[config.mk]
export PLATFORM = sky130hd
export DESIGN_NAME = bfiq_front
export DESIGN_NICKNAME = d
export VERILOG_FILES = /design/src/rtl/bloom_filter_insert_query_macros.svh /design/src/rtl/bfiq_pkg.sv /design/src/rtl/bfiq_front.sv
export SDC_FILE = /design/constraint.sdc
export NUM_CORES = 1
export LEC_CHECK = 0
export ABC_AREA = 0
export BUFFER_PORTS_ARGS = -buffer_cell sky130_fd_sc_hd__clkbuf_2
export CORE_UTILIZATION = 35
export DETAILED_ROUTE_END_ITERATION = 7
export HOLD_SLACK_MARGIN = 0.08
export PLACE_DENSITY = 0.62
export REMOVE_ABC_BUFFERS = 1
export SLEW_MARGIN = 20
export SYNTH_ARGS = -nofsm -noshare
export SYNTH_HDL_FRONTEND = slang
export SYNTH_SLANG_ARGS = --single-unit
[constraint.sdc]
create_clock -name clock -period 1.8 [get_ports clock]
set_input_delay 0.36 -clock clock [delete_from_list [all_inputs] [get_ports clock]]
set_output_delay 0.36 -clock clock [all_outputs]
set_load 0.02 [all_outputs]
[src/rtl/bloom_filter_insert_query_macros.svh]
// assertion macros for the bloom filter block
`ifndef BLOOM_FILTER_INSERT_QUERY_MACROS_SVH
`define BLOOM_FILTER_INSERT_QUERY_MACROS_SVH
// implication checked on every clock edge outside reset
`define BF_ASSERT_IMPLY(label, clk, rst, cond, prop, msg) \
   label: assert property (@(posedge clk) disable iff (rst) (cond) |-> (prop)) else $error(msg);
// next-cycle implication checked outside reset
`define BF_ASSERT_NEXT(label, clk, rst, cond, prop, msg) \
   label: assert property (@(posedge clk) disable iff (rst) (cond) |=> (prop)) else $error(msg);
`endif

[src/rtl/bfiq_pkg.sv]
// shared types and constants for the bloom filter block
package bfiq_pkg;
   localparam int MaxBits     = 65536;
   localparam int MaxHashes   = 16;
   localparam int AddrW       = $clog2(MaxBits);
   localparam int SeedW       = $clog2(MaxHashes);
   localparam int BitsW       = 17;
   localparam int HashW       = 5;
   localparam int QDepth      = 2;

   typedef enum logic [0:0] {
      CMD_INSERT = 1'b0,
      CMD_QUERY  = 1'b1
   } cmd_type;

   localparam logic CSR_BITS_IN_USE = 1'b0;
   localparam logic CSR_HASH_COUNT  = 1'b1;

   // queued work item between front and back
   typedef struct packed {
      cmd_type     cmd;
      logic [31:0] key;
   } item_type;

   // back-end status seen by the top level
   typedef struct packed {
      logic busy;
      logic rsp_pending;
   } bstat_type;
endpackage

[src/rtl/bfiq_front.sv]
// front end: accepts request beats into a short queue
module bfiq_front (
   input  logic               clock,
   input  logic               reset,
   input  logic               in_valid,
   output logic               in_ready,
   input  bfiq_pkg::item_type in_item,
   output logic               q_valid,
   input  logic               q_ready,
   output bfiq_pkg::item_type q_item
);
   import bfiq_pkg::*;

   item_type   mem_ff [QDepth];
   logic [0:0] wr_ptr_ff, rd_ptr_ff;
   logic [1:0] cnt_ff, cnt_in;
   logic       push, pop;

   assign in_ready = (cnt_ff != 2'(QDepth));
   assign q_valid  = (cnt_ff != 2'd0);
   assign q_item   = mem_ff[rd_ptr_ff];
   assign push     = in_valid && in_ready;
   assign pop      = q_valid && q_ready;

   // occupancy
   always_comb begin
      cnt_in = cnt_ff;
      if (push && !pop) cnt_in = cnt_ff + 2'd1;
      else if (pop && !push) cnt_in = cnt_ff - 2'd1;
   end

   always_ff @(posedge clock) begin
      if (reset) begin
         wr_ptr_ff <= '0;
         rd_ptr_ff <= '0;
         cnt_ff    <= '0;
      end else begin
         cnt_ff <= cnt_in;
         if (push) wr_ptr_ff <= wr_ptr_ff + 1'b1;
         if (pop) rd_ptr_ff <= rd_ptr_ff + 1'b1;
      end
   end

   // queue storage
   always_ff @(posedge clock) begin
      if (push) mem_ff[wr_ptr_ff] <= in_item;
   end
endmodule

==> reports/summary.txt, run 1 <==
Final design utilization -> 0.504
Drt first pass iters -> 4
Via count of the first global-routing pass -> 1301
Most common library cell in the layout ignoring fill and taps -> sky130_fd_sc_hd__edfxtp_1
Synth-to-Final Area Change -> 40.0%
Fraction of the yosys area taken by sequential cells -> 0.802
Clock tree from TritonCTS -> yes
Clock-pin slew on the worst setup and hold paths -> 80 ps
Shortest period the worst path allows -> 1810 ps
Nets -> 249
Largest fanout on the critical path -> 8
Share of layout cells above drive strength 1 -> 0.595
Leakage dissipation -> 1.40 nW
Hold Vio Cnt, Final -> 0
Sink count of the clock tree -> 71
Average instance area after synthesis -> 20.4 µm²
Routed wire length per instance -> 15.8 µm
Failing checks -> setup timing
Placed insts -> 296
Combined flip-flop and latch cell area -> 2090 µm²
Setup skew after layout -> 10.1 ps
# port buffers -> 71
CP Class -> flop to output port
Post-detailed-placement half-perimeter wirelength -> 2700 µm
Setup slack after layout -> -5.99 ps
Die span in x -> 88.1 µm
Level count of the clock H-tree -> 3
Unrepaired setup endpoints after global routing -> yes
Post-detailed-routing wire length -> 4970 µm
Count of hold-fix buffers inserted at cts -> 0
Maximum frequency from static timing analysis -> 554 MHz
Syn Inst Count -> 127
Total global routing track utilization -> 0.122
First-pass GRT wire length -> 6490 µm
Buffer cell driving the clock tree root -> sky130_fd_sc_hd__clkbuf_8
Via density -> 4.51
#FFs+latches synth -> 71
Floorplan core area -> 7210 µm²
Launching element type of the critical path -> flop
Via count of the routed design -> 1416
Transition time at the pin with the least slew margin -> 328 ps
Initial standard-cell utilization of the core -> 0.360
Number of failing setup endpoints in the final timing report -> 5
Count of warnings emitted by yosys -> 0
Antenna Nets Post-Route -> 0
Final worst path period share -> 1.00
Synth unique cells -> 17
TritonCTS buffer count -> 9
Arrival time reported for the critical path endpoint -> 1450 ps
Grt ovf -> 0
Die extent in y -> 88.1 µm
Relative slew slack -> 0.779
Antenna diode instance count -> 0
Area taken by multi-input logic gates -> 539 µm²
Antenna violations before repair -> 0
Buffer depth of the longest clock path -> 2
Maximum resistive drop on vdd -> 0.000674 V
DRC errors left -> 0
Final weighted congestion in routability-driven placement -> 0.673
Pin count of the biggest net entering global routing -> 34
Required time at the endpoint of the critical path -> 1440 ps
Count of boundary I/O pins -> 72
Fill cell total of the finished layout -> 638
Top library cells by usage in the layout, fill and taps aside -> sky130_fd_sc_hd__edfxtp_1 (66), sky130_fd_sc_hd__clkbuf_2 (38), sky130_fd_sc_hd__buf_6 (28)
Cell Rows -> 31
Max-cap violations -> 0
Insertion delay to the later sink of the worst-skew pair -> 340 ps
Type of the worst min-delay path -> input pin to flop
Status -> finished with violations
PD cells -> 1470 nW/µm²
Count of non-filler cells in the finished layout -> 314
Number of DRC markers after the initial detailed-route iteration -> 52
Max-slew violation count -> 0
Category of the worst setup path capture point -> output port
Overall die area -> 7770 µm²
Post-synthesis instance area -> 2600 µm²
[worst paths after layout]
kind / start / to / slack (ps) / cells past startpoint
min reg2reg: rd_ptr_ff / rd_ptr_ff / 510 / 2
max: flop / q_item[29] / -6 / 3
max reg2reg: cnt_ff[0] / cnt_ff[1] / 180 / 5
min: in_item[11] / mem_ff[0][11] / 200 / 1
[critical path, cell delays in order (launching register included)]
cell and delay, ps:
sky130_fd_sc_hd__dfxtp_4 430, sky130_fd_sc_hd__clkbuf_16 200, sky130_fd_sc_hd__mux2_2 340, sky130_fd_sc_hd__buf_6 130
[kinds of logic (layout without fill, tap and decap cells)]
| family | count (synthesis) | in the layout | share of synthesized area |
|---|---|---|---|
| compound gates | 5 | 5 | 0.0116 |
| mux | 33 | 33 | 0.143 |
| flops | 71 | 71 | 0.802 |
| xor+xnor | 3 | 3 | 0.0101 |
| simple gates | 9 | 9 | 0.0193 |
| fa+ha+maj | 1 | 1 | 0.00482 |
| buf+inv | 5 | 93 | 0.00916 |
[cell type report]
class,count,area share
clock buffer,9,0.0341
sequential,71,0.574
clock inverter,6,0.0237
multi-input combinational,51,0.148
timing repair buffer,77,0.185
inverter,1,0.00103
tap,99,0.0341
[synthesized netlist by cell type]
cell                       instances  area share
sky130_fd_sc_hd__nand2b_1          1      0.0024
sky130_fd_sc_hd__or2_2             1      0.0024
sky130_fd_sc_hd__nor2_1            3      0.0043
sky130_fd_sc_hd__inv_1             1      0.0014
sky130_fd_sc_hd__buf_2             4      0.0077
sky130_fd_sc_hd__xor2_1            3       0.010
sky130_fd_sc_hd__or3_1             1      0.0024
sky130_fd_sc_hd__nand3b_1          1      0.0029
sky130_fd_sc_hd__ha_1              1      0.0048
sky130_fd_sc_hd__a21oi_1           2      0.0039
sky130_fd_sc_hd__a21bo_2           1      0.0039
sky130_fd_sc_hd__and3_1            1      0.0024
sky130_fd_sc_hd__dfxtp_1           5       0.039
sky130_fd_sc_hd__mux2_2           33        0.14
sky130_fd_sc_hd__edfxtp_1         66        0.76
sky130_fd_sc_hd__and2_1            1      0.0024
sky130_fd_sc_hd__o21ai_0           2      0.0039
[registers in the layout (all words and copies together) (netlist names), named ones only]
name	flops
wr_ptr_ff	1
mem_ff	66
cnt_ff	2
rd_ptr_ff	1
[what timing repair did]
| action | 4_1_cts | 5_1_grt |
|---|---|---|
| setup endpoints to repair | 33 | 33 |
| setup buffers | 0 | 0 |
| gates resized for setup | 3 | 104 |
| gates cloned | 1 | 2 |
| pin swaps | 0 | 0 |
[report_power, final]
part           switching, W  internal (W)  total, W
combinational      0.000887      0.000972   0.00186
clock              0.000571      0.000769   0.00134
sequential        0.0000946       0.00207   0.00216
total               0.00155       0.00381   0.00536
[metal layers]
layer	share of wire	GRT usage	wire, µm	vias to the layer above
li1	-	-	-	659
met1	0.45	0.140	2230	705
met2	0.48	0.194	2400	43
met3	0.056	0.0575	277	9
met4	0.014	0.0572	69	0
met5	0	0	0	-
[through the flow]
step	power (W)	worst slack (ps)	setup TNS [ps]	hold slack [ps]	cell area, µm²
2_1_floorplan	0.00306	-177	-8210	429	2580
3_3_place_gp	0.00353	238	0	488	3120
3_5_place_dp	0.00355	178	0	494	3120
4_1_cts	0.00496	-15.6	-32.1	185	3360
5_1_grt	0.00560	-47.0	-749	185	3640
6_report	0.00536	-5.99	-17.0	204	3640
Note: power is estimated with default switching activity, not from simulation.
==> run 2, diff against run 1 <==
--- a/config.mk
+++ b/config.mk
@@ -8,7 +8,8 @@
 export ABC_AREA = 0
-export BUFFER_PORTS_ARGS = -buffer_cell sky130_fd_sc_hd__clkbuf_2
+export CORE_ASPECT_RATIO = 1.5
 export CORE_UTILIZATION = 35
 export DETAILED_ROUTE_END_ITERATION = 7
+export DONT_BUFFER_PORTS = 1
 export HOLD_SLACK_MARGIN = 0.08
-export PLACE_DENSITY = 0.62
+export PLACE_DENSITY = 0.54
 export REMOVE_ABC_BUFFERS = 1
--- a/constraint.sdc
+++ b/constraint.sdc
@@ -3,2 +3,2 @@
 set_output_delay 0.36 -clock clock [all_outputs]
-set_load 0.02 [all_outputs]
+set_load 0.1 [all_outputs]
==> run 2 against run 1 <==
Against the previous run:
- final cell count fell by 10%
- the run still ends with setup timing left
- critical path type unchanged
- utilization rose by 1.9 points
- global-route usage is 1.9 points higher
- worst hold slack got worse by 93 ps
- sequential share of layout area decreased by 2.1 points
- sequential cell count unchanged
- setup slack worse by 7.0 ps
- largest cell class unchanged
- register-to-register slack better by 70 ps
- critical path depth did not move
==> reports/summary.txt, run 2 (synthesis gave the netlist of run 1 again) <==
Clock-pin slew on the worst setup and hold paths -> 80 ps (about the same)
Via count of the routed design -> 1298 (-8.3%)
Unrepaired setup endpoints after global routing -> yes
Cells on Worst Hold Path -> 0 (-1)
Top library cells by usage in the layout, fill and taps aside -> sky130_fd_sc_hd__edfxtp_1 (66), sky130_fd_sc_hd__buf_12 (38), sky130_fd_sc_hd__mux2_2 (23)
Most common library cell in the layout ignoring fill and taps -> sky130_fd_sc_hd__edfxtp_1
Transition time at the pin with the least slew margin -> 517 ps (+189 ps)
Drt first pass iters -> 4 (unchanged)
Buffer depth of the longest clock path -> 2 (unchanged)
Sink count of the clock tree -> 71 (unchanged)
Nets -> 215 (-14%)
Share of layout cells above drive strength 1 -> 0.505 (-0.0899)
Type of the worst min-delay path -> input pin to flop
Relative slew slack -> 0.657 (-0.122)
Pin count of the biggest net entering global routing -> 21 (-38%)
Required time at the endpoint of the critical path -> 1440 ps (about the same)
Number of cells on the worst reg-to-reg path -> 5 (unchanged)
Setup slack after layout -> -13.0 ps (-7.01 ps)
First-pass GRT wire length -> 7670 µm (+18%)
Number of failing setup endpoints in the final timing report -> 23 (+18)
Shortest period the worst path allows -> 1810 ps (+7.01 ps)
Synth-to-Final Area Change -> 45.5%
Post-detailed-placement half-perimeter wirelength -> 3280 µm (+21%)
Final weighted congestion in routability-driven placement -> 0.654 (-2.9%)
Buffer cell driving the clock tree root -> sky130_fd_sc_hd__clkbuf_8
Insertion delay to the later sink of the worst-skew pair -> 340 ps (about the same)
Routed wire length per instance -> 17.7 µm (+12%)
Clock tree from TritonCTS -> yes
Launching element type of the critical path -> flop
Antenna violations before repair -> 0 (unchanged)
Final worst path period share -> 1.01 (+0.00390)
Status -> finished with violations
Cell Rows -> 38 (+23%)
Count of boundary I/O pins -> 72 (unchanged)
TritonCTS buffer count -> 9 (unchanged)
Max-cap violations -> 0 (unchanged)
CP Class -> flop to output port
Number of flip-flops under the largest register name -> 66 (unchanged)
Arrival time reported for the critical path endpoint -> 1450 ps (about the same)
Failing checks -> setup timing
Largest registers -> mem_ff: 66 flops, cnt_ff: 2 flops
Level count of the clock H-tree -> 3 (unchanged)
Via density -> 4.60 (+2.1%)
Initial standard-cell utilization of the core -> 0.359 (-0.000623)
Most flops, register -> mem_ff
Die span in x -> 72.3 µm (-18%)
Post-detailed-routing wire length -> 4990 µm (+0.36%)
Maximum frequency from static timing analysis -> 552 MHz (-0.39%)
Total global routing track utilization -> 0.141 (+0.0193)
Floorplan core area -> 7230 µm² (+0.17%)
# port buffers -> 0 (-100%)
Setup skew after layout -> 9.57 ps (-0.534 ps)
Number of DRC markers after the initial detailed-route iteration -> 67 (+29%)
Max-slew violation count -> 0 (unchanged)
Grt ovf -> 0 (unchanged)
Fin Hold WS -> 111 ps (-92.7 ps)
Antenna diode instance count -> 0 (unchanged)
Hold Vio Cnt, Final -> 0 (unchanged)
Largest fanout on the critical path -> 17 (+9)
Category of the worst setup path capture point -> output port
DRC errors left -> 0 (unchanged)
Overall die area -> 7770 µm² (about the same)
Antenna Nets Post-Route -> 0 (unchanged)
Die extent in y -> 107 µm (+22%)
Post-CTS repair timing setup buffer count -> 0 (unchanged)
Via count of the first global-routing pass -> 1483 (+14%)
run 2: cell types whose count changed in the layout (fill, tap and decap cells not counted), moves of 2 or more:
cell                        change
sky130_fd_sc_hd__clkinv_2       -2
sky130_fd_sc_hd__buf_2          -3
sky130_fd_sc_hd__mux2_4         -3
sky130_fd_sc_hd__mux2_2         +3
sky130_fd_sc_hd__clkbuf_2      -38
sky130_fd_sc_hd__buf_6         -28
sky130_fd_sc_hd__clkbuf_16      -2
sky130_fd_sc_hd__clkbuf_1       +2
sky130_fd_sc_hd__buf_12        +35
run 2: stage by stage:
stage / setup slack, ps / utilization / setup TNS (ps) / instance area [µm²] / instances
2_1_floorplan: -814 / - / -57360 / 2580 / 123
3_3_place_gp: 299 / 0.482 / 0 / 3490 / 264
3_5_place_dp: 117 / 0.482 / 0 / 3490 / 264
4_1_cts: -43.5 / 0.522 / -966 / 3770 / 282
5_1_grt: -60.9 / 0.523 / -1380 / 3780 / 282
6_report: -13.0 / 0.523 / -218 / 3780 / 282
run 2: critical path, cell delays in order (launching register included):
cell and delay [ps]:
sky130_fd_sc_hd__dfxtp_4 390, sky130_fd_sc_hd__buf_12 170, sky130_fd_sc_hd__mux2_2 380, sky130_fd_sc_hd__buf_12 170
run 2: final timing paths:
| check | start | end | slack [ps] |
|---|---|---|---|
| max reg2reg | cnt_ff[0] | cnt_ff[1] | 250 |
| min reg2reg | rd_ptr_ff | flop | 520 |
| min | in_item[1] | mem_ff[0][1] | 110 |
| max | flop | q_item[19] | -10 |
run 2: area by class of cell:
| type | instances | area [µm²] |
|---|---|---|
| Inverter | 1 | 3.75 |
| Clock inverter | 5 | 81.3 |
| Tap cell | 100 | 125 |
| Fill cell | 619 | 3450 |
| Clock buffer | 11 | 131 |
| Multi-Input combinational cell | 51 | 529 |
| Sequential cell | 71 | 2090 |
| Timing Repair Buffer | 43 | 821 |
run 2: timing repair:
item | in CTS | in global routing
gates cloned | 1 | 0
hold buffers | 1 | 0
resized for setup | 11 | 3
endpoints found under the hold margin | 5 | 0
endpoints found under the setup margin | 33 | 34
run 2: metal layers:
metal | track usage | up-vias | part of all wire
li1 | - | 592 | -
met1 | 0.131 | 651 | 0.32
met2 | 0.258 | 42 | 0.59
met3 | 0.0431 | 13 | 0.062
met4 | 0.0938 | 0 | 0.030
met5 | 0 | - | 0
Power of run 2 is left out: the tool's default activity adds up to more than one toggle a clock period on the data nets, which glitch-free logic cannot reach.
